$ cat config.mk
export PLATFORM = sky130hd
export DESIGN_NAME = synchronous_generator_dq_step_unit_flat
export DESIGN_NICKNAME = d
export VERILOG_FILES = /design/src/rtl/sgdq_pkg.sv /design/src/rtl/sgdq_in_if.sv /design/src/rtl/sgdq_out_if.sv /design/src/rtl/sgdq_mul.sv /design/src/rtl/synchronous_generator_dq_step_unit.sv /design/src/flat_wrapper.sv
export SDC_FILE = /design/constraint.sdc
export NUM_CORES = 2
export LEC_CHECK = 0
export ABC_CLOCK_PERIOD_IN_PS = 32200
export BUFFER_PORTS_ARGS = -buffer_cell sky130_fd_sc_hd__buf_4
export CAP_MARGIN = 5
export CORE_MARGIN = 2
export CORE_UTILIZATION = 40
export DETAILED_ROUTE_END_ITERATION = 6
export PLACE_DENSITY_LB_ADDON = 0.2
export SYNTH_ARGS = -nofsm -noshare
export SYNTH_HDL_FRONTEND = slang
export SYNTH_SLANG_ARGS = --single-unit
$ cat constraint.sdc
create_clock -name i_clk -period 32.2 [get_ports i_clk]
set_clock_uncertainty 0.1 [all_clocks]
set_input_delay 8.05 -clock i_clk [delete_from_list [all_inputs] [get_ports i_clk]]
set_output_delay 8.05 -clock i_clk [all_outputs]
set_load 0.05 [all_outputs]
$ cat src/rtl/sgdq_pkg.sv
package sgdq_pkg;

    localparam int CFG_IDX_W = 3;

    typedef enum logic [CFG_IDX_W-1:0] {
        CFG_FIELD_TIME_GAIN = 3'd0,
        CFG_FIELD_RES       = 3'd1,
        CFG_INV_FIELD_IND   = 3'd2,
        CFG_D_MUTUAL_IND    = 3'd3,
        CFG_D_TOTAL_IND     = 3'd4,
        CFG_Q_TOTAL_IND     = 3'd5,
        CFG_SPEED_GAIN      = 3'd6,
        CFG_CURRENT_SCALE   = 3'd7
    } t_cfg_idx;

    typedef enum logic {
        SH_FRAC,
        SH_Q30
    } t_shift;

    typedef struct packed {
        t_shift shift;
        logic   sat_en;
    } t_mul_mode;

    localparam logic signed [33:0] Q30_ONE        = 34'sd1073741824;
    localparam logic signed [33:0] TWO_THIRDS_Q30 = 34'sd715827883;
    localparam logic signed [33:0] TURN_PER_RAD   = 34'sd683565276;
    localparam logic signed [33:0] SINE_C9        = 34'sd172272;
    localparam logic [31:0]        THIRD_TURN     = 32'd1431655765;

    function automatic logic signed [33:0] sine_coef(input logic [3:0] k);
        logic signed [33:0] c;
        case (k)
            4'd1:    c = -34'sd5026995;
            4'd2:    c = 34'sd85569306;
            4'd3:    c = -34'sd693598668;
            4'd4:    c = 34'sd1686629713;
            default: c = 34'sd0;
        endcase
        return c;
    endfunction

endpackage

$ cat src/rtl/sgdq_in_if.sv
interface sgdq_in_if #(
    parameter int DATA_WIDTH = 32
);
    logic                         valid;
    logic                         ready;
    logic signed [DATA_WIDTH-1:0] phase_a_current;
    logic signed [DATA_WIDTH-1:0] phase_b_current;
    logic signed [DATA_WIDTH-1:0] phase_c_current;
    logic signed [DATA_WIDTH-1:0] mechanical_torque;
    logic signed [DATA_WIDTH-1:0] field_voltage;

    modport source (
        output valid, phase_a_current, phase_b_current, phase_c_current,
               mechanical_torque, field_voltage,
        input  ready
    );
    modport sink (
        input  valid, phase_a_current, phase_b_current, phase_c_current,
               mechanical_torque, field_voltage,
        output ready
    );
endinterface

$ cat src/rtl/sgdq_out_if.sv
interface sgdq_out_if #(
    parameter int DATA_WIDTH = 32
);
    logic                         valid;
    logic                         ready;
    logic signed [DATA_WIDTH-1:0] phase_a_voltage;
    logic signed [DATA_WIDTH-1:0] phase_b_voltage;
    logic signed [DATA_WIDTH-1:0] phase_c_voltage;
    logic signed [DATA_WIDTH-1:0] electrical_torque;
    logic signed [DATA_WIDTH-1:0] rotor_speed;
    logic [31:0]                  rotor_position;

    modport source (
        output valid, phase_a_voltage, phase_b_voltage, phase_c_voltage,
               electrical_torque, rotor_speed, rotor_position,
        input  ready
    );
    modport sink (
        input  valid, phase_a_voltage, phase_b_voltage, phase_c_voltage,
               electrical_torque, rotor_speed, rotor_position,
        output ready
    );
endinterface

$ cat src/rtl/sgdq_mul.sv
module sgdq_mul
    import sgdq_pkg::*;
#(
    parameter int IW = 34,
    parameter int DW = 32,
    parameter int FW = 24
) (
    input  logic                 i_clk,
    input  logic                 i_rst_n,
    input  logic                 i_start,
    input  logic signed [IW-1:0] i_a,
    input  logic signed [IW-1:0] i_b,
    input  t_mul_mode            i_mode,
    output logic                 o_done,
    output logic signed [IW-1:0] o_res
);

    localparam int ND = (IW + 15) / 16;
    localparam int BW = ND * 16;
    localparam int PW = IW + BW;
    localparam int CW = $clog2(ND + 1);
    localparam logic [PW:0] RND_F   = (PW + 1)'(1) << (FW - 1);
    localparam logic [PW:0] RND_Q30 = (PW + 1)'(1) << 29;
    localparam logic signed [IW-1:0] DMAX = IW'({1'b0, {(DW - 1){1'b1}}});
    localparam logic signed [IW-1:0] DMIN = ~DMAX;

    logic                 r_busy;
    logic                 r_done;
    logic                 r_neg;
    logic [IW-1:0]        r_ma;
    logic [BW-1:0]        r_mb;
    logic [PW-1:0]        r_prod;
    logic [CW-1:0]        r_cnt;
    t_mul_mode            r_mode;
    logic signed [IW-1:0] r_res;

    logic [IW+15:0]       part;
    logic [PW:0]          q;
    logic [IW-1:0]        qi;
    logic                 hi_nz;
    logic                 neg_ovf;
    logic signed [IW-1:0] res;

    function automatic logic [IW-1:0] mag(input logic signed [IW-1:0] x);
        return x[IW-1] ? IW'(-x) : IW'(x);
    endfunction

    assign part = {16'b0, r_ma} * {{IW{1'b0}}, r_mb[BW-1 -: 16]};

    always_comb begin
        if (r_mode.shift == SH_Q30) begin
            q = ({1'b0, r_prod} + RND_Q30) >> 30;
        end else begin
            q = ({1'b0, r_prod} + RND_F) >> FW;
        end
        qi      = q[IW-1:0];
        hi_nz   = |q[PW:DW-1];
        neg_ovf = hi_nz && !(q[PW:DW-1] == (PW - DW + 2)'(1) && q[DW-2:0] == '0);
        if (r_mode.sat_en && (r_neg ? neg_ovf : hi_nz)) begin
            res = r_neg ? DMIN : DMAX;
        end else begin
            res = r_neg ? signed'(IW'(-qi)) : signed'(qi);
        end
    end

    always_ff @(posedge i_clk) begin
        if (!i_rst_n) begin
            r_busy <= 1'b0;
            r_done <= 1'b0;
        end else begin
            r_done <= 1'b0;
            if (i_start) begin
                r_busy <= 1'b1;
                r_neg  <= i_a[IW-1] ^ i_b[IW-1];
                r_ma   <= mag(i_a);
                r_mb   <= BW'(mag(i_b));
                r_prod <= '0;
                r_cnt  <= CW'(ND);
                r_mode <= i_mode;
            end else if (r_busy && r_cnt != '0) begin
                r_prod <= (r_prod << 16) + PW'(part);
                r_mb   <= r_mb << 16;
                r_cnt  <= r_cnt - 1'b1;
            end else if (r_busy) begin
                r_res  <= res;
                r_done <= 1'b1;
                r_busy <= 1'b0;
            end
        end
    end

    assign o_done = r_done;
    assign o_res  = r_res;

endmodule

$ cat src/rtl/synchronous_generator_dq_step_unit.sv
// Channel    Dir  Word
// i_step     in   three phase currents, mechanical torque, field voltage
// o_step     out  three phase voltages, electrical torque, speed, position
// i_cfg_*    in   register write: enable, index, data
//
// One step takes 101 products on a digit-serial multiplier of (IW+15)/16 digits of
// 16 bits, with IW = max(DATA_WIDTH + 2, 34).
// This one multiplier forms every product of the step.
// A new word is taken only when the sequencer is idle; a finished word waits in
// the output register and the next step may run meanwhile.
// Reset is synchronous and needs no clearing pass.
module synchronous_generator_dq_step_unit
    import sgdq_pkg::*;
#(
    parameter int DATA_WIDTH = 32,
    parameter int FRAC_BITS  = 24
) (
    input  logic                  i_clk,
    input  logic                  i_rst_n,
    input  logic                  i_cfg_we,
    input  logic [CFG_IDX_W-1:0]  i_cfg_idx,
    input  logic [DATA_WIDTH-1:0] i_cfg_data,
    sgdq_in_if.sink               i_step,
    sgdq_out_if.source            o_step
);

    localparam int IW = (DATA_WIDTH + 2 > 34) ? DATA_WIDTH + 2 : 34;
    localparam int DW = DATA_WIDTH;

    typedef logic signed [IW-1:0] t_word;
    typedef logic signed [DW-1:0] t_data;

    typedef enum logic [2:0] {
        S_IDLE,
        S_PH,
        S_QS,
        S_USE,
        S_MID,
        S_DONE
    } t_state;

    localparam t_word DMAX_W = t_word'({1'b0, {(DW - 1){1'b1}}});
    localparam t_word DMIN_W = ~DMAX_W;
    localparam t_word ONE_W  = t_word'(Q30_ONE);
    localparam t_data ONE_PU = t_data'(1) <<< FRAC_BITS;

    t_state      r_state;
    logic        r_wait;
    logic [1:0]  r_j;
    logic [3:0]  r_k;
    logic        r_h;
    logic        r_pass;

    t_data r_ftg, r_fres, r_ifl, r_dm, r_dt, r_qt, r_sg, r_cscale;
    t_data r_icur [3];
    t_data r_tm, r_vf;

    t_word r_ph [3];
    t_word r_va [3];
    t_word r_sum_c, r_sum_s, r_id, r_iq, r_u, r_ff, r_fc, r_t1;
    t_word r_psid, r_psiq, r_vd, r_te, r_spd, r_v2, r_acc, r_sr, r_sc;
    logic [31:0] r_ang;

    logic        r_out_valid;
    t_data       r_o_pa, r_o_pb, r_o_pc, r_o_te, r_o_spd;
    logic [31:0] r_o_pos;

    logic        mul_start;
    logic        mul_done;
    t_word       mul_a, mul_b, mres;
    t_mul_mode   mul_mode;
    logic [31:0] ang_j;
    t_word       frac, v, sn, cs, clamp;

    function automatic t_word ext(input t_data x);
        return t_word'(x);
    endfunction

    function automatic t_word sat(input t_word x);
        if (x > DMAX_W) return DMAX_W;
        if (x < DMIN_W) return DMIN_W;
        return x;
    endfunction

    always_comb begin
        case (r_j)
            2'd1:    ang_j = r_ang - THIRD_TURN;
            2'd2:    ang_j = r_ang + THIRD_TURN;
            default: ang_j = r_ang;
        endcase
        frac = t_word'({1'b0, ang_j[29:0]});
        v    = r_h ? ONE_W - frac : frac;
        case (ang_j[31:30])
            2'd0:    begin sn = r_sr;  cs = r_sc;  end
            2'd1:    begin sn = r_sc;  cs = -r_sr; end
            2'd2:    begin sn = -r_sr; cs = -r_sc; end
            default: begin sn = -r_sc; cs = r_sr;  end
        endcase
        if (mres < 0) begin
            clamp = '0;
        end else if (mres > ONE_W) begin
            clamp = ONE_W;
        end else begin
            clamp = mres;
        end
    end

    always_comb begin
        mul_a    = '0;
        mul_b    = '0;
        mul_mode = '{shift: SH_FRAC, sat_en: 1'b1};
        unique case (r_state)
            S_PH: begin
                mul_a = ext(r_icur[r_j]);
                mul_b = ext(r_cscale);
            end
            S_QS: begin
                mul_mode = '{shift: SH_Q30, sat_en: 1'b0};
                case (r_k) inside
                    4'd0:                 begin mul_a = v;               mul_b = v;    end
                    4'd1:                 begin mul_a = t_word'(SINE_C9); mul_b = r_v2; end
                    [4'd2:4'd4]:          begin mul_a = r_acc;           mul_b = r_v2; end
                    default:              begin mul_a = r_acc;           mul_b = v;    end
                endcase
            end
            S_USE: begin
                mul_mode = '{shift: SH_Q30, sat_en: 1'b1};
                mul_a    = r_k[0] ? sn : cs;
                if (r_pass) begin
                    mul_b = r_k[0] ? r_psid : r_vd;
                end else begin
                    mul_b = r_ph[r_j];
                end
            end
            S_MID: begin
                case (r_k)
                    4'd0: begin
                        mul_a    = r_sum_c;
                        mul_b    = t_word'(TWO_THIRDS_Q30);
                        mul_mode = '{shift: SH_Q30, sat_en: 1'b1};
                    end
                    4'd1: begin
                        mul_a    = r_sum_s;
                        mul_b    = t_word'(TWO_THIRDS_Q30);
                        mul_mode = '{shift: SH_Q30, sat_en: 1'b1};
                    end
                    4'd2:  begin mul_a = ext(r_fres); mul_b = r_fc;        end
                    4'd3:  begin mul_a = ext(r_ftg);  mul_b = r_u;         end
                    4'd4:  begin mul_a = ext(r_dm);   mul_b = r_id;        end
                    4'd5:  begin mul_a = r_u;         mul_b = ext(r_ifl);  end
                    4'd6:  begin mul_a = ext(r_dm);   mul_b = r_fc;        end
                    4'd7:  begin mul_a = ext(r_dt);   mul_b = r_id;        end
                    4'd8:  begin mul_a = ext(r_qt);   mul_b = r_iq;        end
                    4'd9:  begin mul_a = r_psid;      mul_b = r_iq;        end
                    4'd10: begin mul_a = r_psiq;      mul_b = r_id;        end
                    4'd11: begin mul_a = ext(r_sg);   mul_b = sat(ext(r_tm) - r_te); end
                    4'd12: begin mul_a = ext(r_ftg);  mul_b = r_spd;       end
                    default: begin
                        mul_a    = r_t1;
                        mul_b    = t_word'(TURN_PER_RAD);
                        mul_mode = '{shift: SH_FRAC, sat_en: 1'b0};
                    end
                endcase
            end
            default: ;
        endcase
    end

    assign mul_start = !r_wait && (r_state == S_PH || r_state == S_QS ||
                                   r_state == S_USE || r_state == S_MID);

    sgdq_mul #(
        .IW (IW),
        .DW (DW),
        .FW (FRAC_BITS)
    ) u_mul (
        .i_clk   (i_clk),
        .i_rst_n (i_rst_n),
        .i_start (mul_start),
        .i_a     (mul_a),
        .i_b     (mul_b),
        .i_mode  (mul_mode),
        .o_done  (mul_done),
        .o_res   (mres)
    );

    always_ff @(posedge i_clk) begin
        if (!i_rst_n) begin
            r_state     <= S_IDLE;
            r_wait      <= 1'b0;
            r_out_valid <= 1'b0;
            r_j         <= '0;
            r_k         <= '0;
            r_h         <= 1'b0;
            r_pass      <= 1'b0;
            r_ftg       <= '0;
            r_fres      <= '0;
            r_ifl       <= '0;
            r_dm        <= '0;
            r_dt        <= '0;
            r_qt        <= '0;
            r_sg        <= '0;
            r_cscale    <= ONE_PU;
            r_ff        <= '0;
            r_fc        <= '0;
            r_spd       <= ext(ONE_PU);
            r_ang       <= '0;
        end else begin
            if (i_cfg_we) begin
                unique case (t_cfg_idx'(i_cfg_idx))
                    CFG_FIELD_TIME_GAIN: r_ftg    <= i_cfg_data;
                    CFG_FIELD_RES:       r_fres   <= i_cfg_data;
                    CFG_INV_FIELD_IND:   r_ifl    <= i_cfg_data;
                    CFG_D_MUTUAL_IND:    r_dm     <= i_cfg_data;
                    CFG_D_TOTAL_IND:     r_dt     <= i_cfg_data;
                    CFG_Q_TOTAL_IND:     r_qt     <= i_cfg_data;
                    CFG_SPEED_GAIN:      r_sg     <= i_cfg_data;
                    CFG_CURRENT_SCALE:   r_cscale <= i_cfg_data;
                endcase
            end

            if (o_step.valid && o_step.ready && r_state != S_DONE) begin
                r_out_valid <= 1'b0;
            end

            if (mul_start) begin
                r_wait <= 1'b1;
            end

            unique case (r_state)
                S_IDLE: begin
                    if (i_step.valid) begin
                        r_icur[0] <= i_step.phase_a_current;
                        r_icur[1] <= i_step.phase_b_current;
                        r_icur[2] <= i_step.phase_c_current;
                        r_tm      <= i_step.mechanical_torque;
                        r_vf      <= i_step.field_voltage;
                        r_sum_c   <= '0;
                        r_sum_s   <= '0;
                        r_j       <= '0;
                        r_state   <= S_PH;
                    end
                end
                S_PH: begin
                    if (r_wait && mul_done) begin
                        r_wait     <= 1'b0;
                        r_ph[r_j]  <= mres;
                        if (r_j == 2'd2) begin
                            r_j     <= '0;
                            r_h     <= 1'b0;
                            r_k     <= '0;
                            r_pass  <= 1'b0;
                            r_state <= S_QS;
                        end else begin
                            r_j <= r_j + 1'b1;
                        end
                    end
                end
                S_QS: begin
                    if (r_wait && mul_done) begin
                        r_wait <= 1'b0;
                        if (r_k == 4'd0) begin
                            r_v2 <= mres;
                            r_k  <= r_k + 1'b1;
                        end else if (r_k != 4'd5) begin
                            r_acc <= mres + t_word'(sine_coef(r_k));
                            r_k   <= r_k + 1'b1;
                        end else begin
                            r_k <= '0;
                            if (!r_h) begin
                                r_sr <= clamp;
                                r_h  <= 1'b1;
                            end else begin
                                r_sc    <= clamp;
                                r_state <= S_USE;
                            end
                        end
                    end
                end
                S_USE: begin
                    if (r_wait && mul_done) begin
                        r_wait <= 1'b0;
                        if (!r_k[0]) begin
                            if (r_pass) begin
                                r_t1 <= mres;
                            end else begin
                                r_sum_c <= r_sum_c + mres;
                            end
                            r_k <= 4'd1;
                        end else begin
                            if (r_pass) begin
                                r_va[r_j] <= sat(r_t1 - mres);
                            end else begin
                                r_sum_s <= r_sum_s + mres;
                            end
                            r_k <= '0;
                            r_h <= 1'b0;
                            if (r_j != 2'd2) begin
                                r_j     <= r_j + 1'b1;
                                r_state <= S_QS;
                            end else if (r_pass) begin
                                r_state <= S_DONE;
                            end else begin
                                r_state <= S_MID;
                            end
                        end
                    end
                end
                S_MID: begin
                    if (r_wait && mul_done) begin
                        r_wait <= 1'b0;
                        r_k    <= (r_k == 4'd13) ? 4'd0 : r_k + 1'b1;
                        case (r_k)
                            4'd0:  r_id  <= mres;
                            4'd1:  r_iq  <= sat(-mres);
                            4'd2:  r_u   <= sat(ext(r_vf) - mres);
                            4'd3:  r_ff  <= sat(r_ff + mres);
                            4'd4:  r_u   <= sat(r_ff + mres);
                            4'd5:  r_fc  <= mres;
                            4'd6:  r_t1  <= mres;
                            4'd7:  r_psid <= sat(r_t1 - mres);
                            4'd8: begin
                                r_psiq <= sat(-mres);
                                r_vd   <= sat(-sat(-mres));
                            end
                            4'd9:  r_t1  <= mres;
                            4'd10: r_te  <= sat(r_t1 - mres);
                            4'd11: r_spd <= sat(r_spd + mres);
                            4'd12: r_t1  <= mres;
                            default: begin
                                r_ang   <= r_ang + mres[31:0];
                                r_j     <= '0;
                                r_h     <= 1'b0;
                                r_pass  <= 1'b1;
                                r_state <= S_QS;
                            end
                        endcase
                    end
                end
                S_DONE: begin
                    if (!r_out_valid || o_step.ready) begin
                        r_o_pa      <= r_va[0][DW-1:0];
                        r_o_pb      <= r_va[1][DW-1:0];
                        r_o_pc      <= r_va[2][DW-1:0];
                        r_o_te      <= r_te[DW-1:0];
                        r_o_spd     <= r_spd[DW-1:0];
                        r_o_pos     <= r_ang;
                        r_out_valid <= 1'b1;
                        r_state     <= S_IDLE;
                    end
                end
                default: r_state <= S_IDLE;
            endcase
        end
    end

    assign i_step.ready             = (r_state == S_IDLE);
    assign o_step.valid             = r_out_valid;
    assign o_step.phase_a_voltage   = r_o_pa;
    assign o_step.phase_b_voltage   = r_o_pb;
    assign o_step.phase_c_voltage   = r_o_pc;
    assign o_step.electrical_torque = r_o_te;
    assign o_step.rotor_speed       = r_o_spd;
    assign o_step.rotor_position    = r_o_pos;

    a_accept_starts: assert property (@(posedge i_clk) disable iff (!i_rst_n)
        (i_step.valid && i_step.ready) |=> (r_state == S_PH))
        else $error("accepted word did not start the sequence");

    a_done_when_waiting: assert property (@(posedge i_clk) disable iff (!i_rst_n)
        mul_done |-> r_wait)
        else $error("multiplier finished with no product pending");

    a_result_from_done: assert property (@(posedge i_clk) disable iff (!i_rst_n)
        $rose(o_step.valid) |-> ($past(r_state) == S_DONE))
        else $error("result raised outside the completion state");

endmodule

$ cat src/flat_wrapper.sv
// flat-port wrapper written by rule: the top's interface ports become plain ports
module synchronous_generator_dq_step_unit_flat import sgdq_pkg::*;
#(
    parameter int DATA_WIDTH = 32,
    parameter int FRAC_BITS  = 24
)
  (i_clk, i_rst_n, i_cfg_we, i_cfg_idx, i_cfg_data, i_step_valid, i_step_phase_a_current, i_step_phase_b_current, i_step_phase_c_current, i_step_mechanical_torque, i_step_field_voltage, i_step_ready, o_step_valid, o_step_phase_a_voltage, o_step_phase_b_voltage, o_step_phase_c_voltage, o_step_electrical_torque, o_step_rotor_speed, o_step_rotor_position, o_step_ready);
  sgdq_in_if #(.DATA_WIDTH(DATA_WIDTH)) i_step_i ();
  sgdq_out_if #(.DATA_WIDTH(DATA_WIDTH)) o_step_i ();
  input  logic i_clk;
  input  logic i_rst_n;
  input  logic i_cfg_we;
  input  logic [CFG_IDX_W-1:0] i_cfg_idx;
  input  logic [DATA_WIDTH-1:0] i_cfg_data;
  input wire logic [$bits(i_step_i.valid)-1:0] i_step_valid;
  input wire logic [$bits(i_step_i.phase_a_current)-1:0] i_step_phase_a_current;
  input wire logic [$bits(i_step_i.phase_b_current)-1:0] i_step_phase_b_current;
  input wire logic [$bits(i_step_i.phase_c_current)-1:0] i_step_phase_c_current;
  input wire logic [$bits(i_step_i.mechanical_torque)-1:0] i_step_mechanical_torque;
  input wire logic [$bits(i_step_i.field_voltage)-1:0] i_step_field_voltage;
  output wire logic [$bits(i_step_i.ready)-1:0] i_step_ready;
  output wire logic [$bits(o_step_i.valid)-1:0] o_step_valid;
  output wire logic [$bits(o_step_i.phase_a_voltage)-1:0] o_step_phase_a_voltage;
  output wire logic [$bits(o_step_i.phase_b_voltage)-1:0] o_step_phase_b_voltage;
  output wire logic [$bits(o_step_i.phase_c_voltage)-1:0] o_step_phase_c_voltage;
  output wire logic [$bits(o_step_i.electrical_torque)-1:0] o_step_electrical_torque;
  output wire logic [$bits(o_step_i.rotor_speed)-1:0] o_step_rotor_speed;
  output wire logic [$bits(o_step_i.rotor_position)-1:0] o_step_rotor_position;
  input wire logic [$bits(o_step_i.ready)-1:0] o_step_ready;
  assign i_step_i.valid = i_step_valid;
  assign i_step_i.phase_a_current = i_step_phase_a_current;
  assign i_step_i.phase_b_current = i_step_phase_b_current;
  assign i_step_i.phase_c_current = i_step_phase_c_current;
  assign i_step_i.mechanical_torque = i_step_mechanical_torque;
  assign i_step_i.field_voltage = i_step_field_voltage;
  assign i_step_ready = i_step_i.ready;
  assign o_step_valid = o_step_i.valid;
  assign o_step_phase_a_voltage = o_step_i.phase_a_voltage;
  assign o_step_phase_b_voltage = o_step_i.phase_b_voltage;
  assign o_step_phase_c_voltage = o_step_i.phase_c_voltage;
  assign o_step_electrical_torque = o_step_i.electrical_torque;
  assign o_step_rotor_speed = o_step_i.rotor_speed;
  assign o_step_rotor_position = o_step_i.rotor_position;
  assign o_step_i.ready = o_step_ready;
  synchronous_generator_dq_step_unit #(.DATA_WIDTH(DATA_WIDTH), .FRAC_BITS(FRAC_BITS)) u_core (.i_clk(i_clk), .i_rst_n(i_rst_n), .i_cfg_we(i_cfg_we), .i_cfg_idx(i_cfg_idx), .i_cfg_data(i_cfg_data), .i_step(i_step_i), .o_step(o_step_i));
endmodule
==> reports/qor.yml <==
cts-buffers-inserted: 188
whs_ns: 0.3072
grt_max_degree: 193
dieHeight_um: 522.7
worstRegToRegCells: 27
path_clk_slew_ns: 0.06
critPathLaunchType: "input port"
num_rows: 190
cp_top_family: "buffers and inverters"
synthMuxAreaShare: 0.01516
ys_types: 121
slew_viol_final: 0
worst-r2r-setup-slack_ns: 21.82
synthTopCellsByArea: "edfxtp_1 34%, fa_1 9.1%, dfxtp_1 7.6%, ha_1 5.7%, nand2_1 5.5%"
netlist_area_sq_um: 107600
grt_first_pass_wirelength_um: 652000
synth-compound-area-share: 0.1635
vias_per_cell: 6.132
initial_utilization: 0.4021
synth_top_area_share: 0.3424
postCtsHoldBufs: 0
cts_max_level: 4
grt.overflow.total: 0
routed_wl_um: 468700
cp_cell_sequence: "buf_8, buf_4, buf_4, buf_4, buf_4, o21ai_0, a31oi_1"
antenna_found_initial: 49
hold_depth: 0
grt_usage: 0.3347
cts.sinks: 1634
crit_arrival_ns: 12.13
fin_util: 0.4522
ys_ff_latch: 1634
r2r-end: "u_core.r_vd[12]"
outcome: "finished, violations left"
synth-simple-area-share: 0.1605
yosysSeqAreaShare: 0.4181
worstSetupPathDepth: 7
yosys.area_share.adder: 0.1478
die_w_um: 522.7
dieArea_sq_um: 273200
synth-edff-count: 1227
drt_iter0_markers: 11930
period_minus_slack_ns: 11.41
hp-start: "u_core.r_va[0][23]"
path_max_fanout: 96
tightest_slew_ns: 1.495
core-area_sq_um: 267700
yosysTopAreaCell: "edfxtp_1"
avgSynthCellArea_sq_um: 9.811
yosys.cell_count.top_type: "nand2_1"
tns_ns: 0
post_cts_resized: 0
root_buffer: "clkbuf_16"
ys_top_cells_by_count: "1,574 x nand2_1, 1,227 x edfxtp_1, 725 x inv_1"
synth-xor-area-share: 0.04719
area_growth_pct: 12.46
io_buffers: 393
clock.fmax_ghz: 0.08766
drc: 14
place.gp.congestion: 1.034
endpoint_kind: "register"
cts.path.max_buffers: 4
crit_buf_inv: 5
io_pins: 394
synth_flop_cell: "edfxtp_1"
post-route-period-util: 0.3543
cts_tree: "done"
min_to: "o_step_phase_a_voltage[23]"
syn_inst: 10970
synthArstFlopShare: 0
area.sequential_sq_um: 45000
cap_viol_max_count: 0
ys.warnings.count: 0
crit_type: "in -> reg"
setup_viol: 0
timing.rr.start: "u_core.u_mul.o_res[10]"
drive_gt1_frac: 0.09874
critical-path-max-stage-delay_ns: 0.83
fill_cells: 25418
place_hpwl_um: 345400
ant_nets: 0
maxSlewHeadroom: 0.003642
post_cts.repair.setup_buffers: 0
multi_input_area_sq_um: 57770
vias: 91589
nets: 12369
hold_class: "reg -> reg"
rsz0062_at_grt: "no"
synth_top_family_by_area: "compound AO/OA/AOI/OAI gates"
worstPathRequired_ns: 32.92
hold_viol_final: 0
slowest_stage: "buf_4"
clk_latency_ns: 0.92
wl_per_cell_um: 31.38
violations: "DRC"
crit_path_frequent_cell: "buf_4"
firstDrtPassIters: 7
grt_pass1_vias: 86916
==> layout make-up <==
type | count | area share
antenna | 42 | 0.0008684
clock inverter | 103 | 0.008591
sequential | 1634 | 0.3718
multi-input combinational | 7995 | 0.4773
tap | 3552 | 0.03672
timing repair buffer | 644 | 0.04028
inverter | 729 | 0.02261
clock buffer | 238 | 0.04177
==> logic make-up (layout without fill, tap and decap cells) <==
| logic type | count (synthesis) | in the layout |
|---|---|---|
| AND/OR/NAND/NOR | 3697 | 3697 |
| buffers and inverters | 1344 | 1714 |
| adder cells (fa/ha/maj) | 977 | 977 |
| AO/OA/AOI/OAI | 2577 | 2577 |
| flip-flops | 1634 | 1634 |
| XOR/XNOR | 579 | 579 |
| other | 1 | 46 |
| multiplexers | 161 | 161 |
==> how the worst max path moves through the flow <==
stage               startpoint                        end  slack, ns
global placement       i_rst_n            u_core.r_ff[23]      20.16
detailed placement     i_rst_n            u_core.r_ff[12]      20.12
CTS                    i_rst_n            u_core.r_ff[12]      21.05
global route           i_rst_n            u_core.r_ff[14]      20.68
finish                 i_rst_n            u_core.r_ff[12]      20.79
floorplan              i_rst_n  o_step_phase_a_voltage[0]       9.40
==> flip-flops by register name, indices dropped and copies added, names as in the netlist, 48 cells and up, named ones only <==
register and flops:
u_core.r_va 96, u_core.u_mul.r_mb 48, u_core.u_mul.r_prod 82, u_core.r_ph 102, u_core.r_icur 96
==> metal layers <==
| metal | wire length (um) | track usage | vias up |
|---|---|---|---|
| met5 | 220 | 0 | - |
| met4 | 42010 | 0.2506 | 28 |
| met3 | 48340 | 0.08134 | 1417 |
| met2 | 205100 | 0.5086 | 5427 |
| met1 | 173100 | 0.4123 | 45171 |
| li1 | - | - | 39546 |
==> placed cells by master (no fill, tap or decap), drive strengths merged, types with 129 or more instances in the layout <==
| cell type | instances |
|---|---|
| dfxtp | 407 |
| edfxtp | 1227 |
| a211oi | 129 |
| inv | 737 |
| a21o | 137 |
| nor3 | 204 |
| a21oi | 478 |
| a21boi | 320 |
| nand3 | 212 |
| nor2 | 722 |
| buf | 644 |
| xor2 | 228 |
| o21ai | 557 |
| and2 | 300 |
| ha | 487 |
| nand2 | 1574 |
| mux2i | 145 |
| fa | 490 |
| xnor2 | 351 |
| clkbuf | 238 |
==> stage by stage <==
stage / setup slack, ns / cells / instance area (sq um)
after global routing: 20.68 / 14900 / 120900
after CTS: 21.05 / 14894 / 120900
after detailed placement: 20.12 / 14553 / 114800
after floorplan: 9.404 / 10973 / 107600
final: 20.79 / 14937 / 121000
after global placement: 20.16 / 14552 / 114800
Power is not shown: default switching activity piles up to over one toggle a cycle in this logic, so the estimate is an artifact.
